`config.mk`:
```
export PLATFORM = sky130hd
export DESIGN_NAME = real_to_complex_downconverter_core
export DESIGN_NICKNAME = d
export VERILOG_FILES = /design/src/design/rtcd_pkg.sv /design/src/design/real_to_complex_downconverter_core.sv
export VERILOG_INCLUDE_DIRS = /design/src /design/src/design
export SDC_FILE = /design/constraint.sdc
export NUM_CORES = 2
export LEC_CHECK = 0
export ABC_CLOCK_PERIOD_IN_PS = 7500
export BUFFER_PORTS_ARGS = -buffer_cell sky130_fd_sc_hd__buf_2
export CAP_MARGIN = 20
export CORE_MARGIN = 2
export CORE_UTILIZATION = 45
export CTS_BUF_LIST = sky130_fd_sc_hd__clkbuf_2 sky130_fd_sc_hd__clkbuf_4 sky130_fd_sc_hd__clkbuf_8
export CTS_CLUSTER_SIZE = 28
export DETAILED_ROUTE_END_ITERATION = 6
export MAX_ROUTING_LAYER = met4
export PLACE_DENSITY = 0.64
export SYNTH_ARGS = -nofsm -noshare
export SYNTH_HDL_FRONTEND = slang
export SYNTH_SLANG_ARGS = --single-unit
```
`constraint.sdc`:
```
create_clock -name clk -period 7.5 [get_ports clk]
set_clock_uncertainty 0.15 [all_clocks]
set_input_delay 0 -clock clk [delete_from_list [all_inputs] [get_ports clk]]
set_output_delay 0 -clock clk [all_outputs]
set_load 0.005 [all_outputs]
```
`src/design/real_to_complex_downconverter_core_macros.svh`:
```
// ----------------------------------------------------------------------------
// Downconverter assertion macros
// Shared concurrent assertion forms, clocked on clk, off while rst_n is low.
// ----------------------------------------------------------------------------
`ifndef REAL_TO_COMPLEX_DOWNCONVERTER_CORE_MACROS_SVH
`define REAL_TO_COMPLEX_DOWNCONVERTER_CORE_MACROS_SVH

// Same-cycle implication.
`define RTCD_ASSERT_NOW(lbl, ante, cons, msg) \
  lbl: assert property (@(posedge clk) disable iff (!rst_n) (ante) |-> (cons)) \
    else $error(msg);

// Next-cycle implication.
`define RTCD_ASSERT_NEXT(lbl, ante, cons, msg) \
  lbl: assert property (@(posedge clk) disable iff (!rst_n) (ante) |=> (cons)) \
    else $error(msg);

`endif

```
`src/design/rtcd_pkg.sv`:
```
// ----------------------------------------------------------------------------
// Downconverter package
// Widths, register and mode codes, and the quarter-wave cos/sin tables.
// ----------------------------------------------------------------------------
package rtcd_pkg;

  localparam int SAMPLE_BITS    = 16;
  localparam int PHASE_BITS     = 32;
  localparam int TBL_ADDR_BITS  = 10;
  localparam int QTR_BITS       = TBL_ADDR_BITS - 2;
  localparam int QTR_SIZE       = 1 << QTR_BITS;

  localparam int STEP_W         = 32;
  localparam int CFG_DATA_W     = 32;
  localparam int CFG_INDEX_W    = 2;
  localparam int MODE_W         = 2;

  localparam int COEF_FRAC      = 15;
  localparam int COEF_W         = COEF_FRAC + 2;
  localparam int PROD_W         = SAMPLE_BITS + COEF_W;
  localparam int MIX_W          = SAMPLE_BITS + 1;
  localparam int SUM_W          = MIX_W + 1;
  localparam int OUT_W          = 18;

  localparam logic signed [COEF_W-1:0] COEF_ONE   = COEF_W'(1 << COEF_FRAC);
  localparam logic signed [COEF_W-1:0] COEF_ZERO  = '0;
  localparam logic signed [PROD_W-1:0] ROUND_HALF = PROD_W'(1 << (COEF_FRAC - 1));

  // Mix modes
  localparam logic [MODE_W-1:0] MODE_PASS = 2'd0;
  localparam logic [MODE_W-1:0] MODE_NCO  = 2'd1;
  localparam logic [MODE_W-1:0] MODE_QTR  = 2'd2;

  // Register indexes
  localparam logic [CFG_INDEX_W-1:0] REG_MIX_MODE   = 2'd0;
  localparam logic [CFG_INDEX_W-1:0] REG_PHASE_STEP = 2'd1;
  localparam logic [CFG_INDEX_W-1:0] REG_DECIMATE   = 2'd2;

  // Quarter-wave table: unsigned Q0.15 magnitudes capped at 32767
  typedef logic [QTR_SIZE-1:0][COEF_FRAC-1:0] qtab_t;

  localparam logic [63:0] Q30_ONE     = 64'd1 << 30;
  localparam logic [63:0] PI_HALF_Q30 = 64'd1686629713;

  // Taylor series of cos and sin in Q2.30 over the first quadrant.
  function automatic qtab_t build_qtab(input logic want_sin);
    qtab_t       tab;
    logic [63:0] x;
    logic [63:0] term;
    logic [63:0] cp;
    logic [63:0] cn;
    logic [63:0] sp;
    logic [63:0] sn;
    logic [63:0] v;
    logic [63:0] rnd;
    tab = '0;
    for (int r = 0; r < QTR_SIZE; r++) begin
      x    = (PI_HALF_Q30 * 64'(r)) >> QTR_BITS;
      term = Q30_ONE;
      cp   = '0;
      cn   = '0;
      sp   = '0;
      sn   = '0;
      for (int n = 0; n < 18; n++) begin
        if (n > 0) begin
          term = ((term * x) >> 30) / 64'(n);
        end
        case (n % 4)
          0:       cp = cp + term;
          1:       sp = sp + term;
          2:       cn = cn + term;
          default: sn = sn + term;
        endcase
      end
      if (want_sin) begin
        v = (sp > sn) ? sp - sn : 64'd0;
      end else begin
        v = (cp > cn) ? cp - cn : 64'd0;
      end
      rnd = (v + (64'd1 << 14)) >> 15;
      tab[r] = (rnd > 64'd32767) ? {COEF_FRAC{1'b1}} : rnd[COEF_FRAC-1:0];
    end
    return tab;
  endfunction

  localparam qtab_t COS_QTAB = build_qtab(1'b0);
  localparam qtab_t SIN_QTAB = build_qtab(1'b1);

endpackage

```
`src/design/real_to_complex_downconverter_core.sv`:
```
// ----------------------------------------------------------------------------
// Real-to-complex downconverter core: pass, NCO or quarter-rate mix, decimate-by-two.
// Path: input transfer into the input stage register, then into the result register.
// Throughput: one sample per cycle while the result side does not stall; half rate out
// when decimating. Synchronous active-low reset clears modes, phase, pair and valid state.
// ----------------------------------------------------------------------------
module real_to_complex_downconverter_core (
  input  logic                                  clk,
  input  logic                                  rst_n,
  // input sample channel
  input  logic                                  in_valid,
  output logic                                  in_stall,
  input  logic signed [rtcd_pkg::SAMPLE_BITS-1:0] in_sample,
  // result channel
  output logic                                  out_valid,
  input  logic                                  out_stall,
  output logic signed [rtcd_pkg::OUT_W-1:0]     out_i_out,
  output logic signed [rtcd_pkg::OUT_W-1:0]     out_q_out,
  // configuration write channel
  input  logic                                  cfg_valid,
  output logic                                  cfg_ready,
  input  logic [rtcd_pkg::CFG_INDEX_W-1:0]      cfg_index,
  input  logic [rtcd_pkg::CFG_DATA_W-1:0]       cfg_data
);

`include "real_to_complex_downconverter_core_macros.svh"

  // --------------------------------------------------------------------------
  // Configuration registers. Writes are always taken; the port is meant to be
  // driven only while the datapath is drained.
  // --------------------------------------------------------------------------
  logic [rtcd_pkg::MODE_W-1:0] mix_mode_r;
  logic [rtcd_pkg::STEP_W-1:0] phase_step_r;
  logic                        decimate_two_r;

  assign cfg_ready = 1'b1;

  always_ff @(posedge clk) begin
    if (!rst_n) begin
      mix_mode_r     <= rtcd_pkg::MODE_PASS;
      phase_step_r   <= '0;
      decimate_two_r <= 1'b0;
    end else if (cfg_valid && cfg_ready) begin
      case (cfg_index)
        rtcd_pkg::REG_MIX_MODE:   mix_mode_r     <= cfg_data[rtcd_pkg::MODE_W-1:0];
        rtcd_pkg::REG_PHASE_STEP: phase_step_r   <= cfg_data[rtcd_pkg::STEP_W-1:0];
        rtcd_pkg::REG_DECIMATE:   decimate_two_r <= cfg_data[0];
        default: ;
      endcase
    end
  end

  // --------------------------------------------------------------------------
  // Flow control. The result register moves when it is empty or its transfer
  // completes; the input stage moves into it on the same edge, so a new sample
  // is taken every cycle unless the result side holds.
  // --------------------------------------------------------------------------
  logic s1_valid_r;
  logic out_valid_r;
  logic out_adv;
  logic s1_move;
  logic in_accept;

  assign out_adv   = !out_valid_r || !out_stall;
  assign s1_move   = s1_valid_r && out_adv;
  assign in_stall  = s1_valid_r && !out_adv;
  assign in_accept = in_valid && !in_stall;

  // --------------------------------------------------------------------------
  // Phase state and mixing coefficient. Every mode is folded into a pair of
  // Q1.15 multipliers: pass uses (1, 0), quarter rate steps through
  // (1, 0), (0, -1), (-1, 0), (0, 1), and NCO reads the quarter-wave table at
  // the top accumulator bits and mirrors it by quadrant. Multiplying by exactly
  // one and rounding returns the sample unchanged, so one datapath serves all.
  // --------------------------------------------------------------------------
  logic [rtcd_pkg::PHASE_BITS-1:0]    phase_accum_r;
  logic [1:0]                         quarter_r;
  logic [rtcd_pkg::TBL_ADDR_BITS-1:0] tbl_addr;
  logic [1:0]                         tbl_quad;
  logic [rtcd_pkg::QTR_BITS-1:0]      tbl_row;
  logic signed [rtcd_pkg::COEF_W-1:0] c0;
  logic signed [rtcd_pkg::COEF_W-1:0] s0;
  logic signed [rtcd_pkg::COEF_W-1:0] coef_cos_nxt;
  logic signed [rtcd_pkg::COEF_W-1:0] coef_sin_nxt;
  logic                               nco_step;

  assign tbl_addr = phase_accum_r[rtcd_pkg::PHASE_BITS-1 -: rtcd_pkg::TBL_ADDR_BITS];
  assign tbl_quad = tbl_addr[rtcd_pkg::TBL_ADDR_BITS-1 -: 2];
  assign tbl_row  = tbl_addr[rtcd_pkg::QTR_BITS-1:0];
  assign c0       = $signed({2'b00, rtcd_pkg::COS_QTAB[tbl_row]});
  assign s0       = $signed({2'b00, rtcd_pkg::SIN_QTAB[tbl_row]});
  assign nco_step = in_accept && (mix_mode_r == rtcd_pkg::MODE_NCO);

  always_comb begin
    coef_cos_nxt = rtcd_pkg::COEF_ONE;
    coef_sin_nxt = rtcd_pkg::COEF_ZERO;
    case (mix_mode_r)
      rtcd_pkg::MODE_NCO: begin
        case (tbl_quad)
          2'd0: begin
            coef_cos_nxt = c0;
            coef_sin_nxt = s0;
          end
          2'd1: begin
            coef_cos_nxt = -s0;
            coef_sin_nxt = c0;
          end
          2'd2: begin
            coef_cos_nxt = -c0;
            coef_sin_nxt = -s0;
          end
          default: begin
            coef_cos_nxt = s0;
            coef_sin_nxt = -c0;
          end
        endcase
      end
      rtcd_pkg::MODE_QTR: begin
        case (quarter_r)
          2'd0: begin
            coef_cos_nxt = rtcd_pkg::COEF_ONE;
            coef_sin_nxt = rtcd_pkg::COEF_ZERO;
          end
          2'd1: begin
            coef_cos_nxt = rtcd_pkg::COEF_ZERO;
            coef_sin_nxt = -rtcd_pkg::COEF_ONE;
          end
          2'd2: begin
            coef_cos_nxt = -rtcd_pkg::COEF_ONE;
            coef_sin_nxt = rtcd_pkg::COEF_ZERO;
          end
          default: begin
            coef_cos_nxt = rtcd_pkg::COEF_ZERO;
            coef_sin_nxt = rtcd_pkg::COEF_ONE;
          end
        endcase
      end
      default: begin
        // pass-through, and the unused mode code behaves the same
        coef_cos_nxt = rtcd_pkg::COEF_ONE;
        coef_sin_nxt = rtcd_pkg::COEF_ZERO;
      end
    endcase
  end

  // Advance the phase only on a transfer in the matching mode, after use.
  always_ff @(posedge clk) begin
    if (!rst_n) begin
      phase_accum_r <= '0;
      quarter_r     <= '0;
    end else if (in_accept) begin
      if (mix_mode_r == rtcd_pkg::MODE_NCO) begin
        phase_accum_r <= phase_accum_r + rtcd_pkg::PHASE_BITS'(phase_step_r);
      end
      if (mix_mode_r == rtcd_pkg::MODE_QTR) begin
        quarter_r <= quarter_r + 2'd1;
      end
    end
  end

  // --------------------------------------------------------------------------
  // Input stage: sample and its coefficient pair.
  // --------------------------------------------------------------------------
  logic signed [rtcd_pkg::SAMPLE_BITS-1:0] s1_sample_r;
  logic signed [rtcd_pkg::COEF_W-1:0]      s1_cos_r;
  logic signed [rtcd_pkg::COEF_W-1:0]      s1_sin_r;

  always_ff @(posedge clk) begin
    if (!rst_n) begin
      s1_valid_r <= 1'b0;
    end else if (in_accept) begin
      s1_valid_r <= 1'b1;
    end else if (s1_move) begin
      s1_valid_r <= 1'b0;
    end
  end

  always_ff @(posedge clk) begin
    if (in_accept) begin
      s1_sample_r <= in_sample;
      s1_cos_r    <= coef_cos_nxt;
      s1_sin_r    <= coef_sin_nxt;
    end
  end

  // --------------------------------------------------------------------------
  // Result stage: multiply, round half up (arithmetic shift floors), then
  // either emit or pair up with the held first half.
  // --------------------------------------------------------------------------
  logic signed [rtcd_pkg::PROD_W-1:0] prod_i;
  logic signed [rtcd_pkg::PROD_W-1:0] prod_q;
  logic signed [rtcd_pkg::PROD_W-1:0] shift_i;
  logic signed [rtcd_pkg::PROD_W-1:0] shift_q;
  logic signed [rtcd_pkg::MIX_W-1:0]  mix_i;
  logic signed [rtcd_pkg::MIX_W-1:0]  mix_q;
  logic signed [rtcd_pkg::SUM_W-1:0]  sum_i;
  logic signed [rtcd_pkg::SUM_W-1:0]  sum_q;
  logic signed [rtcd_pkg::MIX_W-1:0]  held_i_r;
  logic signed [rtcd_pkg::MIX_W-1:0]  held_q_r;
  logic                               pair_pending_r;
  logic                               emit;
  logic                               first_half;
  logic signed [rtcd_pkg::OUT_W-1:0]  res_i_nxt;
  logic signed [rtcd_pkg::OUT_W-1:0]  res_q_nxt;
  logic signed [rtcd_pkg::OUT_W-1:0]  out_i_r;
  logic signed [rtcd_pkg::OUT_W-1:0]  out_q_r;

  assign prod_i  = rtcd_pkg::PROD_W'(s1_sample_r) * rtcd_pkg::PROD_W'(s1_cos_r);
  assign prod_q  = rtcd_pkg::PROD_W'(s1_sample_r) * rtcd_pkg::PROD_W'(s1_sin_r);
  assign shift_i = (prod_i + rtcd_pkg::ROUND_HALF) >>> rtcd_pkg::COEF_FRAC;
  assign shift_q = (prod_q + rtcd_pkg::ROUND_HALF) >>> rtcd_pkg::COEF_FRAC;
  assign mix_i   = shift_i[rtcd_pkg::MIX_W-1:0];
  assign mix_q   = shift_q[rtcd_pkg::MIX_W-1:0];
  assign sum_i   = rtcd_pkg::SUM_W'(mix_i) + rtcd_pkg::SUM_W'(held_i_r);
  assign sum_q   = rtcd_pkg::SUM_W'(mix_q) + rtcd_pkg::SUM_W'(held_q_r);

  // Without decimation every sample emits; with it only the second of a pair.
  assign emit       = !decimate_two_r || pair_pending_r;
  assign first_half = s1_move && decimate_two_r && !pair_pending_r;

  always_comb begin
    if (decimate_two_r) begin
      res_i_nxt = rtcd_pkg::OUT_W'(sum_i);
      res_q_nxt = rtcd_pkg::OUT_W'(sum_q);
    end else begin
      res_i_nxt = rtcd_pkg::OUT_W'(mix_i);
      res_q_nxt = rtcd_pkg::OUT_W'(mix_q);
    end
  end

  // Pair state: hold the first half, drop it when decimation is off.
  always_ff @(posedge clk) begin
    if (!rst_n) begin
      pair_pending_r <= 1'b0;
    end else if (s1_move) begin
      pair_pending_r <= decimate_two_r && !pair_pending_r;
    end
  end

  always_ff @(posedge clk) begin
    if (first_half) begin
      held_i_r <= mix_i;
      held_q_r <= mix_q;
    end
  end

  always_ff @(posedge clk) begin
    if (!rst_n) begin
      out_valid_r <= 1'b0;
    end else if (out_adv) begin
      out_valid_r <= s1_valid_r && emit;
    end
  end

  always_ff @(posedge clk) begin
    if (s1_move && emit) begin
      out_i_r <= res_i_nxt;
      out_q_r <= res_q_nxt;
    end
  end

  assign out_valid = out_valid_r;
  assign out_i_out = out_i_r;
  assign out_q_out = out_q_r;

  // --------------------------------------------------------------------------
  // Assertions
  // --------------------------------------------------------------------------
  `RTCD_ASSERT_NOW(a_stall_needs_item, in_stall, s1_valid_r, "input stalled with empty stage")
  `RTCD_ASSERT_NEXT(a_first_half_silent, first_half, !out_valid_r, "first half emitted")
  `RTCD_ASSERT_NEXT(a_no_pair_when_off, s1_move && !decimate_two_r, !pair_pending_r, "pair kept")
  `RTCD_ASSERT_NEXT(a_phase_holds, !nco_step, $stable(phase_accum_r), "phase moved off NCO")

endmodule

```
[Word level (Yosys, flattened, before mapping)]
Memories as Yosys holds them, arrays and structs flattened. A register that Yosys moved wholly into a read port is not among the register bits.
Index checks and enable logic that the tools add are counted.
Cells by class
  add/sub/neg operators: 8
  $mul: 2
  div/mod/pow operators: 0
  magnitude comparators: 1
  equality and inequality tests: 8
  shifts and indexed selects: 0
  mux-type cells: 16
  bitwise logic cells: 0
  reductions and logical operators: 26
Operators by type and width (number)
  $pmux 17 s2: 4
  $pmux 17 s3: 2
  $add 32x16->32 const B: 2
  $mul 16x17->32: 2
  $add 17x17->18: 2
  $mux 18: 2
  $neg 15->17: 2
  $add 32x32->32: 1
  $mux 8: 4
  $mux 15: 2
  $reduce_and 2->1: 5
  $lt 8x9->1 const B: 1
  $eq 2x1->1 const B: 4
  $eq 2x2->1 const B: 4
  $logic_and 1x1->1: 8
  $logic_not 1->1: 6
  $logic_not 2->1: 3
  $add 2x1->2 const B: 1
  $logic_or 1x1->1: 2
  $mux 1: 2
  $reduce_bool 2->1: 1
  $reduce_or 2->1: 1
Storage, ports and cells
  register bits after elaboration: 192
  latch bits: 0
  memory bits (writable): 0
  memory bits (read-only): 7680
  input bits: 55
  memories: 2
Memory list
  (no name shown): depth 256, width 15, rd ports 1, clocked after Yosys merged registers in 1, write ports 0, line real_to_complex_downconverter_core.sv:91  | assign s0 = $signed({2'b00, rtcd_pkg::SIN_QTAB[tbl_row]});
  (no name shown): depth 256, width 15, rd ports 1, clocked after Yosys merged registers in 1, write ports 0, line real_to_complex_downconverter_core.sv:90  | assign c0 = $signed({2'b00, rtcd_pkg::COS_QTAB[tbl_row]});

[Depth between registers and ports, before layout]
  depth in word-level cells: 9
  mapped depth: 36
  gate-level depth less buffers: 35

[Worst setup path before layout]
OpenSTA, ideal clock, no wires.
  path kind: register -> register
  start point: register s1_cos_r[10] (netlist name)
  end point: register out_i_r (netlist bit out_i_out[14]), data pin
  library setup time: 0.260 ns
  data arrival time: 7.562 ns
  required time: 7.090 ns
  slack: -0.471 ns
  cell stages (with the launch flop): 29
  buffers on the path: 1
  period minus slack after synthesis: 7.971 ns
  path through: edfxtp_1 clkbuf_1 nand2_1 fa_1 fa_1 fa_1 fa_1 inv_1 fa_1 fa_1 ha_1 a2111o_1 a211oi_1 o21ai_0 a21o_1 a21o_1 xor2_1 ha_1 fa_1 a21o_1 a21oi_1 o21bai_1 a211oi_1 o31a_1 a21oi_1 a21o_1 a21oi_1 xnor2_1 mux2_2
On the way
  longest elaborated chain between the ends: 4
RTL lines
  start, declared: line real_to_complex_downconverter_core.sv:165  | logic signed [rtcd_pkg::COEF_W-1:0] s1_cos_r;
  start signal, assigned: line real_to_complex_downconverter_core.sv:181  | s1_cos_r <= coef_cos_nxt;
  $mul 16x17->32: line real_to_complex_downconverter_core.sv:208  | assign prod_i = rtcd_pkg::PROD_W'(s1_sample_r) * rtcd_pkg::PROD_W'(s1_cos_r);
  $add 32x16->32: line real_to_complex_downconverter_core.sv:210  | assign shift_i = (prod_i + rtcd_pkg::ROUND_HALF) >>> rtcd_pkg::COEF_FRAC;
  named net mix_i, one bit: line real_to_complex_downconverter_core.sv:194  | logic signed [rtcd_pkg::MIX_W-1:0] mix_i;
  $add 17x17->18: line real_to_complex_downconverter_core.sv:214  | assign sum_i = rtcd_pkg::SUM_W'(mix_i) + rtcd_pkg::SUM_W'(held_i_r);
  $mux 18: line real_to_complex_downconverter_core.sv:222  | if (decimate_two_r) begin
  named net res_i_nxt, one bit: line real_to_complex_downconverter_core.sv:203  | logic signed [rtcd_pkg::OUT_W-1:0] res_i_nxt;
  end signal, assigned: line real_to_complex_downconverter_core.sv:257  | out_i_r <= res_i_nxt;
  end, declared: line real_to_complex_downconverter_core.sv:205  | logic signed [rtcd_pkg::OUT_W-1:0] out_i_r;
The timed path passes the listed nets, and every way through them passes these cells.
A chain may end at the register's enable or synchronous reset.

[Worst setup path after layout]
  start point: register s1_sample_r[4] (netlist name)
  end point: register out_i_r (netlist bit out_i_out[14]), data pin
On the way
  longest elaborated chain between the ends: 4
RTL lines
  start, declared: line real_to_complex_downconverter_core.sv:164  | logic signed [rtcd_pkg::SAMPLE_BITS-1:0] s1_sample_r;
  start signal, assigned: line real_to_complex_downconverter_core.sv:180  | s1_sample_r <= in_sample;
  $mul 16x17->32: line real_to_complex_downconverter_core.sv:208
  $add 32x16->32: line real_to_complex_downconverter_core.sv:210
  named net mix_i, one bit: line real_to_complex_downconverter_core.sv:194
  $add 17x17->18: line real_to_complex_downconverter_core.sv:214
  $mux 18: line real_to_complex_downconverter_core.sv:222
  named net res_i_nxt, one bit: line real_to_complex_downconverter_core.sv:203
The timed path passes the listed nets, and every way through them passes these cells.

==> run metrics <==
unrepaired setup endpoints after global routing true; num rows 107; die area 88090 um^2; EDFF count, synth 120; crit-path most repeated cell fa_1; syn nets 5446; synthesized flop and latch total 222; layout cells sized above 1 0.1540; GPL Wtd Cong 1.114; post-synthesis average cell area 8.385 um^2; H-tree Lvls 2; Die Wd 296.8 um; Hold Path Class in2reg; register area share after synthesis 0.1463; reg2reg path depth 31; Die Height 296.8 um; Final setup viols 16; Max Buffers Root-to-Sink 3; routed wire length per instance 22.24 um; slew at the pin closest to its max-slew limit 1304 ps; vias 36190; Routed Antenna Nets 0; First-pass DRT Iterations 7; initial antenna violation count 5; share of the synthesized area in the top cell type 0.2818; Worst path slowest cell fa_1; FF-to-FF setup slack -490 ps; Initial Util 0.4538; hold depth 2; final WL 136900 um; Sink Count 222; core region area 85010 um^2; setup ws final -486.2 ps; post-synth cell types 98; Final Net Count 5818; most frequent cell after synthesis inv_1; period utilisation layout 1.065; largest cells by area after synthesis fa_1 28%, edfxtp_1 9.3%, ha_1 8.0%; critical path type reg2reg; Max Slew Vio Count 0; Clk Latency, worst-skew pair 660 ps; Worst Path Arrival 8240 ps; CP startpoint s1_sample_r[4]$_DFFE_PP_; Cells after DPL 5915; Vias/cell 5.878; largest net degree at the start of global routing 120; initial DRC count 4093; area delta synth->final 17.25%; failing checks design-rule violations, negative setup slack; Post-synth top cells 667 x inv_1, 553 x nand2_1, 543 x fa_1, 276 x a21oi_1, 267 x and2_1; Yosys top cell by area fa_1; Synth async-reset ratio 0; Synth Flop Type edfxtp_1; non-filler cells, final 6157; Critical R2R Launch s1_sample_r[4]$_DFFE_PP_; CTS Buf Count 44; Total GRT Usage 0.3160; io pins 94; max_slew headroom 0.1276; IO Port Bufs 92; end of the critical path out_i_out[14]$_DFFE_PP_; Setup crit end kind flop; MaxCap Viol Count 0; crit start category flop; Final Critical Period 7986 ps; Clk Tree Root Cell clkbuf_8; synth warn 0; first-pass GRT wire length 212600 um; Worst path max stage delay 540 ps; CTS tree built; vias in the first global route 36590; dpl hpwl 101700 um; synthesized netlist cell count 4601; grt ovf 0; post-synth design cell area 38580 um^2; Hold Vio Cnt, Final 0; Fillers 7925; Crit path required time 7750 ps; critical path fanouts, max 5; FMAX 125.2 MHz; clock transition at the registers of the reported paths 60 ps; reg2reg end out_i_out[14]$_DFFE_PP_; outcome finished with violations; DRC viols 15
flip-flops by register name (all words and copies together), names as in the netlist:
register / count
quarter_r: 2
phase_accum_r: 32
out_valid: 1
s1_cos_r: 17
s1_sample_r: 16
decimate_two_r: 1
out_q_out: 18
s1_sin_r: 17
phase_step_r: 32
s1_valid_r: 1
held_q_r: 17
c0: 15
pair_pending_r: 1
out_i_out: 18
s0: 15
held_i_r: 17
mix_mode_r: 2
timing repair:
item	4_1_cts	5_1_grt
endpoints found under the setup margin	21	24
hold buffers	119	0
setup buffers	25	11
pin swaps	28	16
hold endpoints to repair	72	0
resized for setup	55	37
how the worst min path moves through the flow:
stage	from	to	slack [ps]
after floorplan	in_sample[0]	s1_sample_r[0]$_DFFE_PP_	-50
after global placement	in_sample[0]	s1_sample_r[0]$_DFFE_PP_	30
after detailed placement	in_sample[13]	s1_sample_r[13]$_DFFE_PP_	30
after CTS	in_sample[7]	s1_sample_r[7]$_DFFE_PP_	8
after global routing	in_sample[7]	s1_sample_r[7]$_DFFE_PP_	10
final	in_sample[7]	s1_sample_r[7]$_DFFE_PP_	30
stage by stage:
step / cell area [um^2] / setup WS (ps) / setup TNS (ps) / utilization / hold WS (ps)
after global routing: 45230 / -829.8 / -10870 / 0.5321 / 11.47
after global placement: 42260 / -573.3 / -5299 / 0.4971 / 29.22
after detailed placement: 42270 / -682.2 / -6757 / 0.4972 / 29.19
after floorplan: 38710 / -149.3 / -402.2 / - / -51.13
final: 45230 / -486.2 / -4340 / 0.5321 / 27.59
after CTS: 44980 / -437.4 / -3522 / 0.5290 / 8.252
placed cells by master, fill, tap and decap left out, types with 24 or more instances in the layout:
cell type,netlist,routed
buf_2,83,92
dfxtp_1,102,99
nand2_1,553,553
a21o_1,36,36
ha_1,247,234
and2_1,267,261
xor2_1,36,32
inv_1,667,665
a31oi_1,48,46
dlygate4sd3_1,0,119
clkbuf_8,0,56
nor3_1,93,92
o22ai_1,32,30
and3_1,30,28
o21ai_0,187,174
edfxtp_1,120,120
a211oi_1,70,62
nand3_1,98,97
o211ai_1,53,53
nand2b_1,26,26
fa_1,543,539
a21oi_1,276,257
buf_4,17,416
or3_1,24,24
xnor2_1,85,82
nor2_1,235,229
final cells by class:
type / count / area (um^2) / share of cell area
Clock inverter: 11 / 180.2 / 0.003983
Multi-Input combinational cell: 3389 / 29580 / 0.6538
Timing Repair Buffer: 642 / 4975 / 0.1100
Inverter: 674 / 2535 / 0.05604
Sequential cell: 222 / 5649 / 0.1249
Clock buffer: 70 / 875.8 / 0.01936
Antenna cell: 5 / 12.51 / 0.0002766
Tap cell: 1144 / 1431 / 0.03164
layer usage:
metal / vias up / global-route usage / share of wire
met5: - / - / 0
met4: 0 / 0.1460 / 0.056
met3: 647 / 0.07037 / 0.099
met2: 1913 / 0.4863 / 0.45
met1: 17510 / 0.3965 / 0.40
li1: 16130 / - / -
cells by family after synthesis:
group           Yosys count  share of synthesized area
compound gates         1021                     0.1756
xor+xnor                121                    0.02747
fa+ha+maj               790                     0.3619
buf+inv                 990                     0.1020
flops                   222                     0.1463
mux                      47                    0.01378
other cells               1                 0.00009720
simple gates           1409                     0.1728
critical path: cells and delay by family (launching register included):
family | cells | cell delay [ps]
XOR/XNOR | 2 | 140
AO/OA/AOI/OAI | 14 | 2570
AND/OR/NAND/NOR | 1 | 130
buffers and inverters | 5 | 520
multiplexers | 1 | 260
adder cells (fa/ha/maj) | 8 | 3560
flip-flops | 1 | 420
Power is not shown: default switching activity piles up to over one toggle a cycle in this logic, so the estimate is an artifact.
